[src/hdl/crp_div.sv]
// Pipelined restoring divider, one quotient bit per stage.
// Expects n / d < 2^QW; the quotient is floor(n / d).
module crp_div #(
    parameter int unsigned NW = 35,
    parameter int unsigned DW = 18,
    parameter int unsigned QW = 17
) (
    input  logic          clk,
    input  logic          en,
    input  logic [NW-1:0] n,
    input  logic [DW-1:0] d,
    output logic [QW-1:0] q
);

    logic [DW-1:0] rem_reg [QW];
    logic [QW-1:0] w_reg   [QW];
    logic [DW-1:0] d_reg   [QW];

    logic [DW-1:0] rem_in [QW];
    logic [QW-1:0] w_in   [QW];
    logic [DW-1:0] d_in   [QW];

    assign rem_in[0] = DW'(n >> QW);
    assign w_in[0]   = n[QW-1:0];
    assign d_in[0]   = d;

    for (genvar i = 0; i < QW; i++)
    begin : g_step
        logic [DW:0]   trial;
        logic          ge;
        logic [DW-1:0] rem_next;
        logic [QW-1:0] w_next;

        if (i > 0)
        begin : g_link
            assign rem_in[i] = rem_reg[i-1];
            assign w_in[i]   = w_reg[i-1];
            assign d_in[i]   = d_reg[i-1];
        end

        // shift in the next numerator bit, the quotient bit shifts in below
        assign trial    = {rem_in[i], w_in[i][QW-1]};
        assign ge       = trial >= {1'b0, d_in[i]};
        assign rem_next = ge ? DW'(trial - {1'b0, d_in[i]}) : trial[DW-1:0];
        assign w_next   = {w_in[i][QW-2:0], ge};

        always_ff @(posedge clk)
        begin
            if (en)
            begin
                rem_reg[i] <= rem_next;
                w_reg[i]   <= w_next;
                d_reg[i]   <= d_in[i];
            end
        end
    end

    assign q = w_reg[QW-1];

endmodule

[config.mk]
export PLATFORM = sky130hd
export DESIGN_NAME = crp_div
export DESIGN_NICKNAME = d
export VERILOG_FILES = /design/src/hdl/crp_div.sv
export SDC_FILE = /design/constraint.sdc
export NUM_CORES = 1
export LEC_CHECK = 0
export ABC_AREA = 1
export BUFFER_PORTS_ARGS = -buffer_cell sky130_fd_sc_hd__clkbuf_2
export CAP_MARGIN = 20
export CORE_ASPECT_RATIO = 0.9
export CORE_UTILIZATION = 45
export DETAILED_ROUTE_END_ITERATION = 6
export PLACE_DENSITY_LB_ADDON = 0.05
export SYNTH_ARGS = -nofsm -noshare
export SYNTH_HDL_FRONTEND = slang
export SYNTH_SLANG_ARGS = --single-unit
[constraint.sdc]
create_clock -name clk -period 2.5 [get_ports clk]
set_input_delay 0.125 -clock clk [delete_from_list [all_inputs] [get_ports clk]]
set_output_delay 0.125 -clock clk [all_outputs]
set_load 0.05 [all_outputs]
Word level (Yosys, flattened, before mapping)
Memories as Yosys holds them, arrays and structs flattened. Cells that the tools add are included.

$add $sub $neg: 17. $lt $le $gt $ge: 17. Muxes and demuxes: 19.

Operators by type and width (number): 19-bit by 18-bit greater-or-equal comparator with 1-bit output (17); 18-bit two-way mux (17); 18-bit subtractor (17); 1-bit two-way mux (2).

Register bits: 0. Bits in writable memories: 901. Input bits: 55. Output and inout bits: 17. Word-level logic and storage cells: 56. Memories: 3.

Memories: d_reg (depth 17, width 18, rd ports 16, clocked after memory_dff 0, write ports 17, line 17) `logic [DW-1:0] d_reg [QW];`; rem_reg (depth 17, width 18, rd ports 16, clocked after memory_dff 0, write ports 17, line 15) `logic [DW-1:0] rem_reg [QW];`; w_reg (depth 17, width 17, rd ports 17, clocked after memory_dff 0, write ports 17, line 16) `logic [QW-1:0] w_reg [QW];`.

Logic depth before layout (Yosys ltp)
Depth after elaboration: 2. Mapped depth: 14. Mapped depth without buffers: 14.

Worst setup path after synthesis
No wires, ideal clock.

Path kind: register to register. Start: memory w_reg[1][16], in the netlist w_reg[0][33]. End: memory rem_reg[2][12], in the netlist rem_reg[0][48] (data pin). Arrival time: 1659 ps. Setup slack: 587 ps. Cell stages (with the launch flop): 14. Path buffers: 0. Period minus slack after synthesis: 1913 ps. Cell sequence: edfxtp_1 > inv_1 > ha_1 > inv_1 > fa_1 > nand2_1 > nand2_1 > and2_1 > nand2_1 > nand2_1 > nand2_1 > nand3b_1 > nand3_1 > nand2_1.

RTL lines (line): from (decl) (16); to (decl) (15).

==> summary.md <==
| Metric | Value |
|---|---|
| Die area | `112200 um2` |
| Final Cell Area | `56580 um2` |
| Static Leak | `26.41 nW` |
| Met2 usage | `38.28%` |
| Util after Layout | `51.60%` |
| Die Span X | `352.9 um` |
| Initial antenna violation count | `4` |
| Via density | `4.942` |
| Dpl hpwl | `100600 um` |
| VDD IR max | `0.0007391 V` |
| Synth Cell Area | `49880 um2` |
| Clock Path Buffers | `3` |
| PwrDens | `1173 nW/um2` |
| Clk Latency, worst-skew pair | `0.71 ns` |
| Synth Register Bits | `865` |
| Initial DRT Pass Iterations | `6` |
| Cell Chain, Critical Path | `inv_1 > ha_1 > a21oi_1 > nand2_1 > a21oi_1 > nand4_4 > buf_4 > nand2_1 > o21ai_2` |
| Max-cap violations | `0` |
| Outcome | `complete, no violations` |
| Share of the synthesized area in the top cell type | `52.08%` |
| Met1 Usage GRT | `31.92%` |
| CTS Sinks | `865` |
| CP Launch Type | `flip-flop` |
| Number of port buffers | `71` |
| Crit path arrival time | `2.81 ns` |
| Critical Path RT | `2.96 ns` |
| RSZ-0062 raised after global routing | `no` |
| Vias in the first global route | `35410` |
| Max incr delay on CP | `0.42 ns` |
| Worst r2r src | `d_reg[0][50]` |
| Hold Path Class | `input pin to flip-flop` |
| Number of flip-flops in the largest register | `289` |
| Prevailing post-synth register cell | `edfxtp_1` |
| Critical path class | `flip-flop to flip-flop` |
| Met3 Use GR | `2.841%` |
| Async S/R FF share, synth | `0%` |
| Die height | `317.8 um` |
| IO Count | `72` |
| Setup TNS | `0 ns` |
| Clock transition at path regs | `0.06 ns` |
| Post-DR wirelength/cell | `17.36 um` |
| CTS tree | `built` |
| RD Place Congestion | `0.8865` |
| Total CTS buffers | `94` |
| CP endpoint kind | `flip-flop` |
| Synth cell count leaders | `nand2_1 (1810), inv_1 (876), edfxtp_1 (865), nand3_1 (459), nor2_1 (407)` |
| Nets | `6244` |
| Crit path from | `d_reg[0][50]` |
| Hold_sp | `n[12]` |
| Post-synth EDFFs | `865` |
| Overflow after GRT | `0` |
| Seq/Total Area, Yosys | `52.08%` |
| Cell Rows | `115` |
| Count of different cell masters after synthesis | `38` |
| Hold Vio Cnt, Final | `0` |
| Detailed-route DRC error count | `0` |
| Post-Syn Instances | `5564` |
| GR peak layer | `met2` |
| Count leader, synth | `nand2_1` |
| CP top delay family | `compound AO/OA/AOI/OAI gates` |
| WHS | `0.1400 ns` |
| Routed WL | `128600 um` |
| Vias | `36600` |
| Worst Path Max Fanout | `18` |
| Relative slew margins | `54.66%` |
| Fin crit period | `2.350 ns` |
| Area delta synth->final | `13.44%` |
| Initial core utilization | `45.49%` |
| Final Max Tran Viols | `0` |
| Placed cell area | `52850 um2` |
| Remaining antenna violation count | `0` |
| Root Driver | `clkbuf_16` |
| FMAX | `0.4256 GHz` |
| H-tree depth | `3` |
| Max stage delay cell, worst path | `edfxtp_1` |
| Global-route wire length before repair | `200700 um` |
| Period utilization | `93.99%` |
| Synth Area per Inst | `8.964 um2` |
| Share of cells above drive strength 1 | `9.337%` |
| Number of buffers and inverters on the critical path | `2` |
| Setup-failing EPs final | `0` |
| Cell taking the most area after synthesis | `edfxtp_1` |
| GR Util All Layers | `22.99%` |
| Core area | `109600 um2` |
| Syn nets | `5941` |
| Top cells by area, synth | `edfxtp_1 (52%), nand2_1 (14%), ha_1 (7.7%), inv_1 (6.6%), nand3_1 (4.6%)` |
| DR iter-0 viols | `2760` |
| Largest net degree at the start of global routing | `96` |
| Syn. warnings | `0` |
| Clk_skew | `0.03444 ns` |
| Least-Margin Pin Slew | `0.6777 ns` |
## cell families (layout without fill, tap and decap cells)
family / after synthesis / after routing / share of synthesized area, %
compound gates: 282 / 282 / 3.527
simple gates: 3032 / 3032 / 26.29
fa+ha+maj: 322 / 322 / 8.318
other cells: 0 / 1 / 0
flops: 865 / 865 / 52.08
buf+inv: 936 / 1316 / 7.558
xor+xnor: 127 / 127 / 2.230
## stage by stage
stage	worst slack, ns	instances	power, mW
5_1_grt	0.002779	7406	71.48
4_1_cts	0.05814	7405	66.75
3_5_place_dp	0.08629	7178	52.18
2_1_floorplan	0.5875	5564	43.11
3_3_place_gp	-0.01664	7177	52.15
6_report	0.1502	7407	66.35
## layer usage
layer  share of wire, %  vias to the layer above
li1                   -                    18860
met1                 47                    16880
met2                 47                      694
met3                4.0                      168
met4                2.2                        0
met5                  0                        -
## timing repair
| action | 4_1_cts | 5_1_grt |
|---|---|---|
| resized for setup | 0 | 12 |
| hold buffers | 54 | 0 |
| setup endpoints to repair | 0 | 36 |
| hold endpoints to repair | 80 | 0 |
| setup buffers | 0 | 1 |
## where the power goes
part           internal, mW  total, mW  switching, mW  leakage [nW]
Clock                  8.13       14.1           6.02          1.53
Sequential             20.5       22.9           2.33          8.47
Combinational          10.6       29.3           18.8          16.4
## worst paths after layout
| kind | end | slack (ns) | depth (start not counted) |
|---|---|---|---|
| hold reg to reg | w_reg[0][41] | 0.41 | 0 |
| hold / removal | w_reg[0][13] | 0.14 | 2 |
| setup reg to reg | rem_reg[0][55] | 0.15 | 9 |
| setup / recovery | rem_reg[0][55] | 0.15 | 9 |
## layout by cell type (no fill, tap or decap), drive strengths merged
master       count
ha             306
o21bai          15
clkbuf         175
xnor2            6
o21ai           98
a41oi            3
nand3          466
diode            1
xor2           121
and2            13
clkinvlp         5
buf            133
bufinv          11
edfxtp         865
fa              16
nor2           424
a21oi          164
clkinv          46
nand3b         129
nand2         1861
a31oi            1
or2             29
o21a             1
nand4           43
inv            892
nor4             6
dlygate4sd3     54
nor3            61
## layout make-up
class                      count  area [um2]
clock buffer                 105        2394
antenna                        1       2.502
fill                       10380       53060
timing repair buffer         257        2142
multi-input combinational   3763       20160
clock inverter                68       752.0
inverter                     886        3326
tap                         1462        1829
sequential                   865       25970
Note: power is estimated with default switching activity, not from simulation.
