===== config.mk =====
export PLATFORM = sky130hd
export DESIGN_NAME = crp_sqrt
export DESIGN_NICKNAME = d
export VERILOG_FILES = /design/src/hdl/crp_sqrt.sv
export SDC_FILE = /design/constraint.sdc
export NUM_CORES = 1
export LEC_CHECK = 0
export BUFFER_PORTS_ARGS = -buffer_cell sky130_fd_sc_hd__buf_2
export CORE_MARGIN = 2
export CORE_UTILIZATION = 40
export DETAILED_ROUTE_END_ITERATION = 10
export GPL_TIMING_DRIVEN = 0
export PLACE_DENSITY_LB_ADDON = 0.2
export SLEW_MARGIN = 20
export SYNTH_ARGS = -nofsm -noshare
export SYNTH_HDL_FRONTEND = slang
export SYNTH_SLANG_ARGS = --single-unit
export TNS_END_PERCENT = 100

===== constraint.sdc =====
create_clock -name clk -period 3 [get_ports clk]
set_clock_uncertainty 0.05 [all_clocks]
set_input_delay 0.45 -clock clk [delete_from_list [all_inputs] [get_ports clk]]
set_output_delay 0.45 -clock clk [all_outputs]
set_load 0.02 [all_outputs]

===== src/hdl/crp_sqrt.sv =====
// Pipelined integer square root, one root bit per stage: root = floor(sqrt(v)).
module crp_sqrt #(
    parameter int unsigned VW = 34
) (
    input  logic               clk,
    input  logic               en,
    input  logic [VW-1:0]      v,
    output logic [VW/2-1:0]    root
);

    localparam int unsigned RW = VW / 2;

    logic [RW:0]   rem_reg  [RW];
    logic [RW-1:0] root_reg [RW];
    logic [VW-1:0] v_reg    [RW];

    logic [RW:0]   rem_in  [RW];
    logic [RW-1:0] root_in [RW];
    logic [VW-1:0] v_in    [RW];

    assign rem_in[0]  = '0;
    assign root_in[0] = '0;
    assign v_in[0]    = v;

    for (genvar i = 0; i < RW; i++)
    begin : g_step
        logic [RW+2:0] acc;
        logic [RW+2:0] trial;
        logic          ge;
        logic [RW:0]   rem_next;
        logic [RW-1:0] root_next;
        logic [VW-1:0] v_next;

        if (i > 0)
        begin : g_link
            assign rem_in[i]  = rem_reg[i-1];
            assign root_in[i] = root_reg[i-1];
            assign v_in[i]    = v_reg[i-1];
        end

        // bring down the next two bits and try root*4+1
        assign acc       = {rem_in[i], v_in[i][VW-1:VW-2]};
        assign trial     = {1'b0, root_in[i], 2'b01};
        assign ge        = acc >= trial;
        assign rem_next  = ge ? (RW+1)'(acc - trial) : acc[RW:0];
        assign root_next = {root_in[i][RW-2:0], ge};
        assign v_next    = {v_in[i][VW-3:0], 2'b00};

        always_ff @(posedge clk)
        begin
            if (en)
            begin
                rem_reg[i]  <= rem_next;
                root_reg[i] <= root_next;
                v_reg[i]    <= v_next;
            end
        end
    end

    assign root = root_reg[RW-1];

endmodule


# Word-level counts from Yosys, hierarchy flattened
# Memories as Yosys holds them, arrays and structs flattened.
# Index checks and enable logic that the tools add are counted.
# totals
inputBits,36
word_cells,56
output_inout_bits,17
regBits,0
rom_bits,0
ram_bits,1139
memories,3
latch_bits,0
# op_classes
n_mux,19
div,0
n_shift,0
addsub,17
n_reduce_logical,0
magnitude_cmp,17
n_mul,0
eq_ne,0
n_bitwise,0
# memory_table
name,words,word_bits,read_ports,rd_clocked_by_memory_dff,wr,line,rtl
v_reg,17,32,16,0,17,15,logic [VW-1:0] v_reg [RW];
rem_reg,17,18,16,0,17,13,logic [RW:0] rem_reg [RW];
root_reg,17,17,17,0,17,14,logic [RW-1:0] root_reg [RW];
# op_table
op,n
$ge A20 B19 Y1,16
$mux W18,17
$sub A18 B18 Y18,16
$sub A2 B1 Y3 const B,1
$ge A2 B1 Y1 const B,1
$mux W1,2

# Depth between registers and ports, before layout
# An unclocked memory read counts as a cell.
# depth
word_depth,3
mapped_depth,12
depth_no_buf,11

# Worst setup path before layout
# OpenSTA, ideal clock, no wires.
# synth_path
path_kind,register to register
from,memory rem_reg[0][206] (netlist bit)
to,"memory rem_reg[0][233] (netlist bit), data pin"
n_path_buf,1
setup_time_ns,0.258
synth_period_minus_slack_ns,2.683
stages_incl_launch_ff,10
path_slack_ns,0.317
required_time_ns,2.692
arrival_ns,2.376
cell_sequence,edfxtp_1 > ha_1 > buf_2 > nand4_1 > or4_1 > o31a_1 > o211ai_2 > o311a_1 > nand3b_1 > xnor2_1
# synth_lines
item,line
"start, declared",13

==> run metrics <==
CTS Sinks=693; final slew viol count=0; Setup crit start=root_reg[0][196]; largest family of logic cells by synthesized area=simple AND/OR/NAND/NOR gates; Yosys Warn Count=0; nets=2772; largest net degree at the start of global routing=110; Placed Cells=3503; HPWL Detailed=40.4 mm; worst-case clock buffer depth=3; CP delay by family, top=simple AND/OR/NAND/NOR gates; post-synthesis simple-gate area fraction=9.42%; Slew HR=42.5%; mean area per synthesized cell=13.3 um2; EDFF count, synth=693; routed via count=18800; DR pass1 iterations=5; DRT iter0 DRCs=1172; Rows=103; total of max-cap violations=0; layout cells sized above 1=10.7%; Post-Syn Area=0.0319 mm2; worst vdd ir=0.000507 V; initial antenna violation count=0; # IOs=53; GPL Wtd Cong=0.878; Post-Route WL=57.6 mm; startpoint types=flip-flop; Power per Cell Area=704 mW/mm2; GRT Overall Usage=14.1%; critical path buffer and inverter count=2; Synth Net Count=2601; crit path DAT=3.21 ns; fmax=346 MHz; Yosys cell types=77; Residual DRC=0; Seq/Total Area, Yosys=65.3%; Largest register FFs=272; number of global-route vias before repair=18800; Seq cells post-synth=693; chip width=286 um; clock transition at the registers of the reported paths=0.05 ns; post-route antenna net violation count=0; Num CTS Buffers=78; area fraction in compound gates after synthesis=8.92%; Post-synth ARST share=0%; cells after synthesis=2394; vias per inst=5.10; final core occ=46.4%; Main synth FF type=edfxtp_1; count of final setup violators=0; H-tree depth=3; adder-cell share of the synthesized area=6.71%; wire length per cell=15.7 um; Final Hold Fails=0; Worst path slowest cell=or4_4; global route total overflow=0; CP cell instances=inv_1 -> ha_1 -> buf_2 -> nand4_1 -> or4_4 -> o31a_1 -> o211ai_4 -> o311a_1 -> nand3b_1 -> xnor2_1; Starting Density=40.4%; # diodes=0; CTS tree=built; Die H=286 um; mux cell area share after synthesis=1.35%; CP Capture Type=flip-flop; root buf cell=clkbuf_16; Hold Path Class=input port to flip-flop; CP max stage delay=0.55 ns; CP Max Fanout=7; hold path startpoint=v[33]; CP Class=flip-flop to flip-flop; die area=0.0820 mm2; Synth Area in XOR/XNOR=5.33%; WP data required=3.32 ns; Slew @ Worst Pin=0.851 ns; leakage power=14.1 nW; first-pass GRT wire length=94.5 mm; period utilization=96.4%; status=complete, no violations; worst reg2reg startpoint=root_reg[0][196]; Core ar.=0.0790 mm2; worst-skew pair later-pin latency=0.63 ns; area growth from synthesis to layout=15.0%; Final Non-Filler Cells=3679; post-layout min period=2.89 ns; Port Buf Inserts=52
[layout make-up]
cell class | instances | area (um2)
tap | 1050 | 1310
clock buffer | 91 | 2000
buffer | 35 | 193
multi-input combinational | 1457 | 10200
sequential | 693 | 20800
fill | 6990 | 42300
inverter | 206 | 776
timing repair buffer | 94 | 806
clock inverter | 53 | 539
[through the flow]
step                      cell area [um2]  power (mW)  setup TNS (ns)  setup WS, ns  hold WS (ns)
after CTS                           36600        26.1               0        0.0152       0.00259
after detailed placement            33700        16.6          -13.28        -0.311         0.355
after global placement              33500        16.6        -6042.62         -8.83         0.350
after floorplan                     31900        15.4               0         0.317         0.350
final                               36700        25.8               0         0.107        0.0497
after global routing                36700        27.2         -0.0244       -0.0144        0.0304
[cell usage in the layout, fill, tap and decap left out, types with 14 or more instances in the layout]
| cell | Yosys | final |
|---|---|---|
| edfxtp_1 | 693 | 693 |
| inv_1 | 204 | 204 |
| nor2_1 | 177 | 177 |
| ha_1 | 171 | 171 |
| a21oi_1 | 150 | 146 |
| nand2_1 | 129 | 129 |
| o21ai_0 | 106 | 105 |
| xnor2_1 | 100 | 100 |
| xor2_1 | 94 | 94 |
| clkbuf_16 | 0 | 78 |
| buf_2 | 12 | 60 |
| nor3_1 | 55 | 54 |
| a21o_1 | 34 | 34 |
| o21a_1 | 33 | 33 |
| nand3_1 | 33 | 32 |
| mux2_2 | 32 | 32 |
| dlygate4sd3_1 | 0 | 32 |
| nand2b_1 | 31 | 31 |
| or3_1 | 27 | 27 |
| nor2b_1 | 24 | 23 |
| clkbuf_1 | 20 | 22 |
| nor4_1 | 23 | 21 |
| clkinv_1 | 0 | 21 |
| a31oi_1 | 18 | 18 |
| nand4_1 | 16 | 16 |
| clkinv_2 | 0 | 14 |
[Yosys cell counts (14+ instances only)]
cell / instances / area (um2)
nand4_1: 16 / 100
nand3_1: 33 / 165
mux2_2: 32 / 360
clkbuf_1: 20 / 75.1
o31ai_1: 14 / 105
xor2_1: 94 / 823
nor2_1: 177 / 664
o21ai_0: 106 / 531
o21a_1: 33 / 248
edfxtp_1: 693 / 20800
nand2b_1: 31 / 194
nor4_1: 23 / 144
inv_1: 204 / 766
nand2_1: 129 / 484
or3_1: 27 / 169
a31oi_1: 18 / 113
xnor2_1: 100 / 876
nor2b_1: 24 / 150
nor3_1: 55 / 275
a21oi_1: 150 / 751
ha_1: 171 / 2140
a21o_1: 34 / 255
[metal layers]
layer,track usage (%),part of all wire (%),vias up
met5,0,0,-
met4,5.81,3.2,0
met3,2.36,5.1,110
met2,22.9,46,424
met1,18.9,45,8980
li1,-,-,9237
[report_power, final]
part	leakage, nW	total [mW]	internal, mW	switching (mW)
Combinational	6.25	3.95	1.73	2.22
Sequential	6.63	12.6	12.0	0.581
Clock	1.23	9.30	5.37	3.93
[final timing paths]
check | endpoint | slack [ns] | depth (start not counted)
setup / recovery | rem_reg[0][233] | 0.11 | 10
setup reg to reg | rem_reg[0][233] | 0.11 | 10
hold / removal | root_reg[0][0] | 0.05 | 2
hold reg to reg | v_reg[0][285] | 0.34 | 0
[what timing repair did]
item / in CTS / in global routing
gates resized for setup: 10 / 34
hold buffers: 32 / 0
endpoints found under the hold margin: 32 / 0
buffers inserted: 0 / 3
setup endpoints to repair: 46 / 99
pin swaps: 0 / 7
[cells by family after synthesis]
kind of cell,Yosys count
compound gates,456
mux,39
fa+ha+maj,171
xor+xnor,194
flops,693
simple gates,596
other cells,1
buf+inv,244
(Power assumes the default switching activity.)
