==> config.mk <==
export PLATFORM = sky130hd
export DESIGN_NAME = crp_delay
export DESIGN_NICKNAME = d
export VERILOG_FILES = /design/src/hdl/crp_delay.sv
export SDC_FILE = /design/constraint.sdc
export NUM_CORES = 1
export LEC_CHECK = 0
export ABC_AREA = 1
export BUFFER_PORTS_ARGS = -buffer_cell sky130_fd_sc_hd__clkbuf_2
export CAP_MARGIN = 20
export CORE_AREA = 2 2 39 41
export CTS_BUF_LIST = sky130_fd_sc_hd__clkbuf_4
export DETAILED_ROUTE_END_ITERATION = 7
export DIE_AREA = 0 0 41 43
export PLACE_DENSITY = 0.69
export SLEW_MARGIN = 20
export SYNTH_ARGS = -nofsm -noshare
export SYNTH_HDL_FRONTEND = slang
export SYNTH_SLANG_ARGS = --single-unit
==> constraint.sdc <==
create_clock -name clk -period 0.8 [get_ports clk]
set_input_delay 0.12 -clock clk [delete_from_list [all_inputs] [get_ports clk]]
set_output_delay 0.12 -clock clk [all_outputs]
set_load 0.01 [all_outputs]
==> src/hdl/crp_delay.sv <==
module crp_delay #(
    parameter int unsigned W     = 8,
    parameter int unsigned DEPTH = 2
) (
    input  logic         clk,
    input  logic         en,
    input  logic [W-1:0] din,
    output logic [W-1:0] dout
);

    logic [W-1:0] tap_reg [DEPTH];

    always_ff @(posedge clk)
    begin
        if (en)
        begin
            tap_reg[0] <= din;
            for (int i = 1; i < DEPTH; i++)
            begin
                tap_reg[i] <= tap_reg[i-1];
            end
        end
    end

    assign dout = tap_reg[DEPTH-1];

endmodule

# ---- Word level (Yosys, flattened, before mapping)
# Memory sizes are Yosys's and may differ from the RTL's.
# Index checks and enable logic that the tools add are counted.
dict set report word_totals {
  regBits 0
  mem_bits_rw 16
  output_inout_bits 8
  memories 1
}
dict set report classes {
  n_mux 2
}
# memory words width read_ports rd_clocked_by_memory_dff write_ports line
set mem_list {}
lappend mem_list {tap_reg 2 8 2 0 2 11} ;# logic [W-1:0] tap_reg [DEPTH];
# op n
set op_table {}
lappend op_table {{$mux 1} 2}

# ---- Longest topological paths before layout
# Gate-level depths: netlist of run 1.
dict set report logic_depth {
  ltp_word 2
  depth_mapped 1
  ltp_nobuf 0
}

# ---- Least setup slack after synthesis of run 1
# No wires, ideal clock.
dict set report synth_timing {
  path_type {register to output}
  start {mem tap_reg[1][0] (netlist: tap_reg[0][8])}
  end {out dout[0]}
  t_arrival_ps 476
  t_required_ps 680
  setup_slack_ps 204
  path_stages_with_launch 2
  path_buffers 1
  cell_sequence {edfxtp_1 buf_4}
}
# element line
set synth_lines {}
lappend synth_lines {{start: declaration} 11}
lappend synth_lines {{end: declaration} 8} ;# output logic [W-1:0] dout

==> results of run 1 <==
==> logic make-up (layout without fill, tap and decap cells) <==
family	after synthesis	count (layout)	share of synthesized area
buffers and inverters	8	22	0.111
flip-flops	16	16	0.889
==> worst min path at each step <==
stage                start             to  slack, ns  depth (start not counted)
floorplan           din[0]  tap_reg[0][0]       0.22                          0
global placement    din[2]  tap_reg[0][2]       0.30                          1
detailed placement  din[4]  tap_reg[0][4]       0.30                          1
CTS                 din[2]  tap_reg[0][2]      0.003                          1
global route        din[3]  tap_reg[0][3]     0.0005                          1
finish              din[4]  tap_reg[0][4]       0.02                          1
==> cell usage after synthesis <==
| library cell | n | area share |
|---|---|---|
| edfxtp_1 | 16 | 0.89 |
| buf_4 | 8 | 0.11 |
==> layout by cell type (no fill, tap or decap) <==
cell type,count
buf_12,1
clkbuf_2,17
clkbuf_4,3
clkinv_1,1
edfxtp_1,16
==> metal layers <==
metal | global-route usage | part of all wire | wire length [um] | up-vias
li1 | - | - | - | 110
met1 | 0.109 | 0.32 | 180 | 88
met3 | 0.0157 | 0.18 | 103 | 2
met5 | 0 | 0 | 0 | -
met2 | 0.0906 | 0.47 | 260 | 15
met4 | 0.100 | 0.023 | 13 | 0
==> report_power, final <==
part	leakage (uW)	switching, uW	internal (uW)	total [uW]
registers	0.000157	12.7	992	1000
logic	0.0000800	43.6	42.0	85.6
clock network	0.0000154	222	181	402
total	0.000252	278	1210	1490
==> area by class of cell <==
| cell class | count | area [um2] | share of cell area |
|---|---|---|---|
| clock buffer | 3 | 22.5 | 0.0356 |
| clock inverter | 1 | 3.75 | 0.00594 |
| sequential | 16 | 480 | 0.760 |
| tap | 16 | 20.0 | 0.0317 |
| timing repair buffer | 18 | 105 | 0.166 |
==> through the flow <==
stage / area [um2] / hold slack, ns / TNS (ns)
floorplan: 541 / 0.219 / 0
global placement: 606 / 0.297 / 0
detailed placement: 606 / 0.299 / 0
CTS: 632 / 0.00348 / -0.840
global route: 632 / 0.000538 / -1.08
finish: 632 / 0.0172 / -0.692
==> flow_summary_export.csv, run 1 <==
group,metric,value,unit
route,drc_errors,0,
grt,grt_pass1_vias,190,
setup_path,startpoint_type,"register",
grt,grt_antenna_before_repair,0,
pwr,power_per_cell_area,2360,nW/um2
timing,rsz0062_at_grt,"true",
placed_design,gp_congestion,0.539,
setup_path,crit_slowest_cell,"edfxtp_1",
synthesis,synth_seq_area_share,0.889,
clocking,htree_levels,1,
pwr,power_leakage,0.000252,uW
finish,finalNonFillerCells,54,
setup_path,crit_family,"flip-flops",
finish,drive_gt1_frac,0.553,
setup_path,path_cells,"clkbuf_2",
setup_path,required,0.68,ns
synthesis,avgSynthCellArea,22.5,um2
timing,fin_skew,0.00102,ns
finish,largest_reg_flops,16,
floorplan,start_util,0.391,
finish,num-multi-input-gates,0,
clocking,cts_resized,0,
synthesis,synth_nets,34,
setup_path,critical_path_peak_fanout,1,
setup_path,crit_buf_inv,1,
floorplan,die_y,43,um
floorplan,core.rowCount,14,
timing,drv_slew,0,
setup_path,path_depth,1,
clocking,cts_tree,"built",
route,wl_per_cell,10.3,um
clocking,clock_path_buffers,2,
setup_path,cpPeakStageDelay,0.37,ns
setup_path,reg2reg_setup_slack,0.16,ns
clocking,path_clk_slew,0.08,ns
outcome,violations,"negative setup slack",
floorplan,io_pins,18,
timing,finalCritPeriodShare,1.12,
finish,area_growth,16.9,%
job,maxCapViolCount,0,
clocking,cts_hold_buffers,0,
clocking,cts_sinks,16,
route,drt_wl_total,558,um
timing,max_slew_margin,0.941,
setup_path,critical_path_class,"register to output pin",
route,drt_first_pass_iters,1,
clocking,clk_latency,0.27,ns
route,final_antenna_net_count,0,
timing,setup_slack,-0.0921,ns
placed_design,dp_cells,50,
finish,nNetsFinal,49,
placed_design,dpl_worst_slack,0.128,ns
grt,grt-ovfl-total,0,
setup_path,arrival,0.77,ns
pwr,ir_drop,1.26,mV
min_path,hold_class,"input pin to register",
route,viasPerCell,3.98,
clocking,cts_setup_buffers,0,
setup_path,reg2regPathDepth,0,
synthesis,synth.cell_area,541,um2
synthesis,ys_types,2,
floorplan,dieArea,1760,um2
setup_path,r2r_start,"tap_reg[0][0]",
finish,fin_util,0.457,
setup_path,timing.rr.end,"tap_reg[0][8]",
floorplan,core_area,1380,um2
finish,multi_input_area,0,um2
clocking,cts_made_buffers,3,
clocking,cts-root-buf,"clkbuf_4",
synthesis,ys_ff_latch,16,
setup_path,startpoint,"tap_reg[0][12]",
pwr,totalPowerFinal,1490,uW
finish,n_fill_cell,127,
synthesis,postSynthCellCount,24,
timing,setup_violations,8,
grt,grt_usage,0.0803,
floorplan,die_x,41,um
grt,grt_max_degree,17,
timing,tightest_slew,0.0878,ns
route,vias,215,
setup_path,setup.worst_path.end,"dout[4]",
placed_design,io_buffers,17,
timing,timing.fmax,1120,MHz
finish,num_antenna_cells,0,
grt,grt_pass1_wl,828,um
timing,finalCriticalPeriod,0.892,ns
setup_path,critPathCaptureType,"output pin",
route,drt-initial-drc-count,0,
synthesis,yosysWarnings,0,
timing,finalHoldViolations,0,
outcome,run_status,"complete, but fails checks",
(Power assumes the default switching activity.)
==> run 2, diff against run 1 <==
--- a/config.mk
+++ b/config.mk
@@ -8,11 +8,11 @@
 export ABC_AREA = 1
 export BUFFER_PORTS_ARGS = -buffer_cell sky130_fd_sc_hd__clkbuf_2
 export CAP_MARGIN = 20
-export CORE_AREA = 2 2 39 41
+export CORE_MARGIN = 2
+export CORE_UTILIZATION = 35
 export CTS_BUF_LIST = sky130_fd_sc_hd__clkbuf_4
 export DETAILED_ROUTE_END_ITERATION = 7
-export DIE_AREA = 0 0 41 43
-export PLACE_DENSITY = 0.69
+export REMOVE_ABC_BUFFERS = 1
 export SLEW_MARGIN = 20
 export SYNTH_ARGS = -nofsm -noshare
 export SYNTH_HDL_FRONTEND = slang
==> run 2 against run 1 <==
  * The run still ends with negative setup slack left
  * Critical path depth unchanged
  * Maximum frequency decreased by 1.7%
  * Via count increased by 11%
  * Sequential share of layout area decreased by 3.4 points
  * Sequential power about the same
  * Hold slack got worse by 0.0014 ns
  * Sequential cell count unchanged
  * Total power increased by 1.4%
  * Largest cell class unchanged
==> flow_summary_export.csv, run 2 (same netlist as run 1, synthesis figures left out) <==
group,metric,value,unit
outcome,run_status,"complete, but fails checks",
grt,grt_usage,0.0793,
grt,grt_antenna_before_repair,0,
clocking,clock_path_buffers,2,
setup_path,crit_slowest_cell,"edfxtp_1",
finish,layout_common_cells,"clkbuf_2, edfxtp_1, clkbuf_4, dlygate4sd3_1",
timing,timing.fmax,1100,MHz
floorplan,die_x,43.3,um
timing,finalCriticalPeriod,0.907,ns
finish,area_growth,22.5,%
timing,finalCritPeriodShare,1.13,
clocking,cts_made_buffers,3,
finish,largest_reg_flops,16,
timing,setup_slack,-0.107,ns
clocking,clk_latency,0.27,ns
grt,grt_pass1_wl,1010,um
setup_path,crit_buf_inv,1,
timing,max_slew_margin,0.941,
setup_path,path_cells,"clkbuf_2",
setup_path,arrival,0.79,ns
job,maxCapViolCount,0,
finish,nNetsFinal,52,
route,drt_wl_total,611,um
clocking,cts-root-buf,"clkbuf_4",
timing,rsz0062_at_grt,"true",
route,drt_first_pass_iters,1,
floorplan,core_area,1470,um2
placed_design,dp_cells,50,
clocking,path_clk_slew,0.09,ns
placed_design,gp_congestion,0.623,
floorplan,dieArea,1870,um2
setup_path,critical_path_peak_fanout,1,
route,drc_errors,0,
timing,fin_setup_tns,-0.757,ns
placed_design,io_buffers,17,
route,viasPerCell,4.19,
outcome,violations,"negative setup slack",
timing,setup_violations,8,
finish,finalNonFillerCells,57,
grt,grt-ovfl-total,0,
setup_path,critPathCaptureType,"output pin",
route,final_antenna_net_count,0,
finish,num-multi-input-gates,0,
finish,num_antenna_cells,0,
finish,seq_area,480,um2
floorplan,io_pins,18,
floorplan,core.rowCount,14,
finish,multi_input_area,0,um2
grt,grt_pass1_vias,231,
clocking,cts_sinks,16,
setup_path,critical_path_class,"register to output pin",
pwr,power_per_cell_area,2290,nW/um2
min_path,hold_class,"input pin to register",
timing,drv_slew,0,
route,vias,239,
finish,drive_gt1_frac,0.512,
setup_path,cpPeakStageDelay,0.38,ns
finish,fin_util,0.450,
finish,n_fill_cell,138,
setup_path,crit_family,"flip-flops",
finish,final_common_cell,"clkbuf_2",
grt,grt_max_degree,17,
pwr,ir_drop,0.896,mV
setup_path,required,0.68,ns
pwr,power_leakage,0.000265,uW
timing,holdWs,0.0158,ns
setup_path,startpoint_type,"register",
timing,tightest_slew,0.0882,ns
timing,fin_skew,0.00243,ns
route,drt-initial-drc-count,0,
route,wl_per_cell,10.7,um
timing,finalHoldViolations,0,
clocking,htree_levels,1,
floorplan,start_util,0.367,
clocking,cts_tree,"built",
clocking,cts_setup_buffers,0,
floorplan,die_y,43.3,um
## run 2: cell type report
type	count	area share
clock inverter	1	0.00567
tap	16	0.0302
timing repair buffer	21	0.204
sequential	16	0.726
clock buffer	3	0.0340
## run 2: final timing paths
| kind | cells after the start | startpoint | end | slack, ns |
|---|---|---|---|---|
| min | 1 | din[0] | tap_reg[0][0] | 0.02 |
| max reg2reg | 0 | tap_reg[0][3] | tap_reg[0][11] | 0.17 |
| max | 1 | tap_reg[0][13] | dout[5] | -0.11 |
| min reg2reg | 0 | tap_reg[0][2] | tap_reg[0][10] | 0.43 |
## run 2: routing by layer
| layer | GRT usage | vias up | wire length [um] |
|---|---|---|---|
| li1 | - | 116 | - |
| met1 | 0.102 | 107 | 250 |
| met2 | 0.104 | 14 | 282 |
| met3 | 0.0255 | 2 | 72 |
| met4 | 0.0727 | 0 | 6 |
| met5 | 0 | - | 0 |
## run 2: timing repair
item	CTS	global route
pin swaps	0	0
gates resized for setup	0	0
hold buffers	0	3
endpoints found under the hold margin	0	3
endpoints found under the setup margin	8	8
## run 2: per-stage QoR
step	area (um2)	setup WS [ns]	total power, uW
6_report	662	-0.107	1510
3_3_place_gp	606	0.138	1110
5_1_grt	662	-0.163	1590
4_1_cts	632	-0.125	1520
2_1_floorplan	480	0.211	1040
3_5_place_dp	606	0.124	1120
## run 2: report_power, final
part	leakage (uW)	internal, uW	switching (uW)
Combinational	0.0000925	51.3	44.7
Sequential	0.000157	993	15.0
Clock	0.0000154	181	230
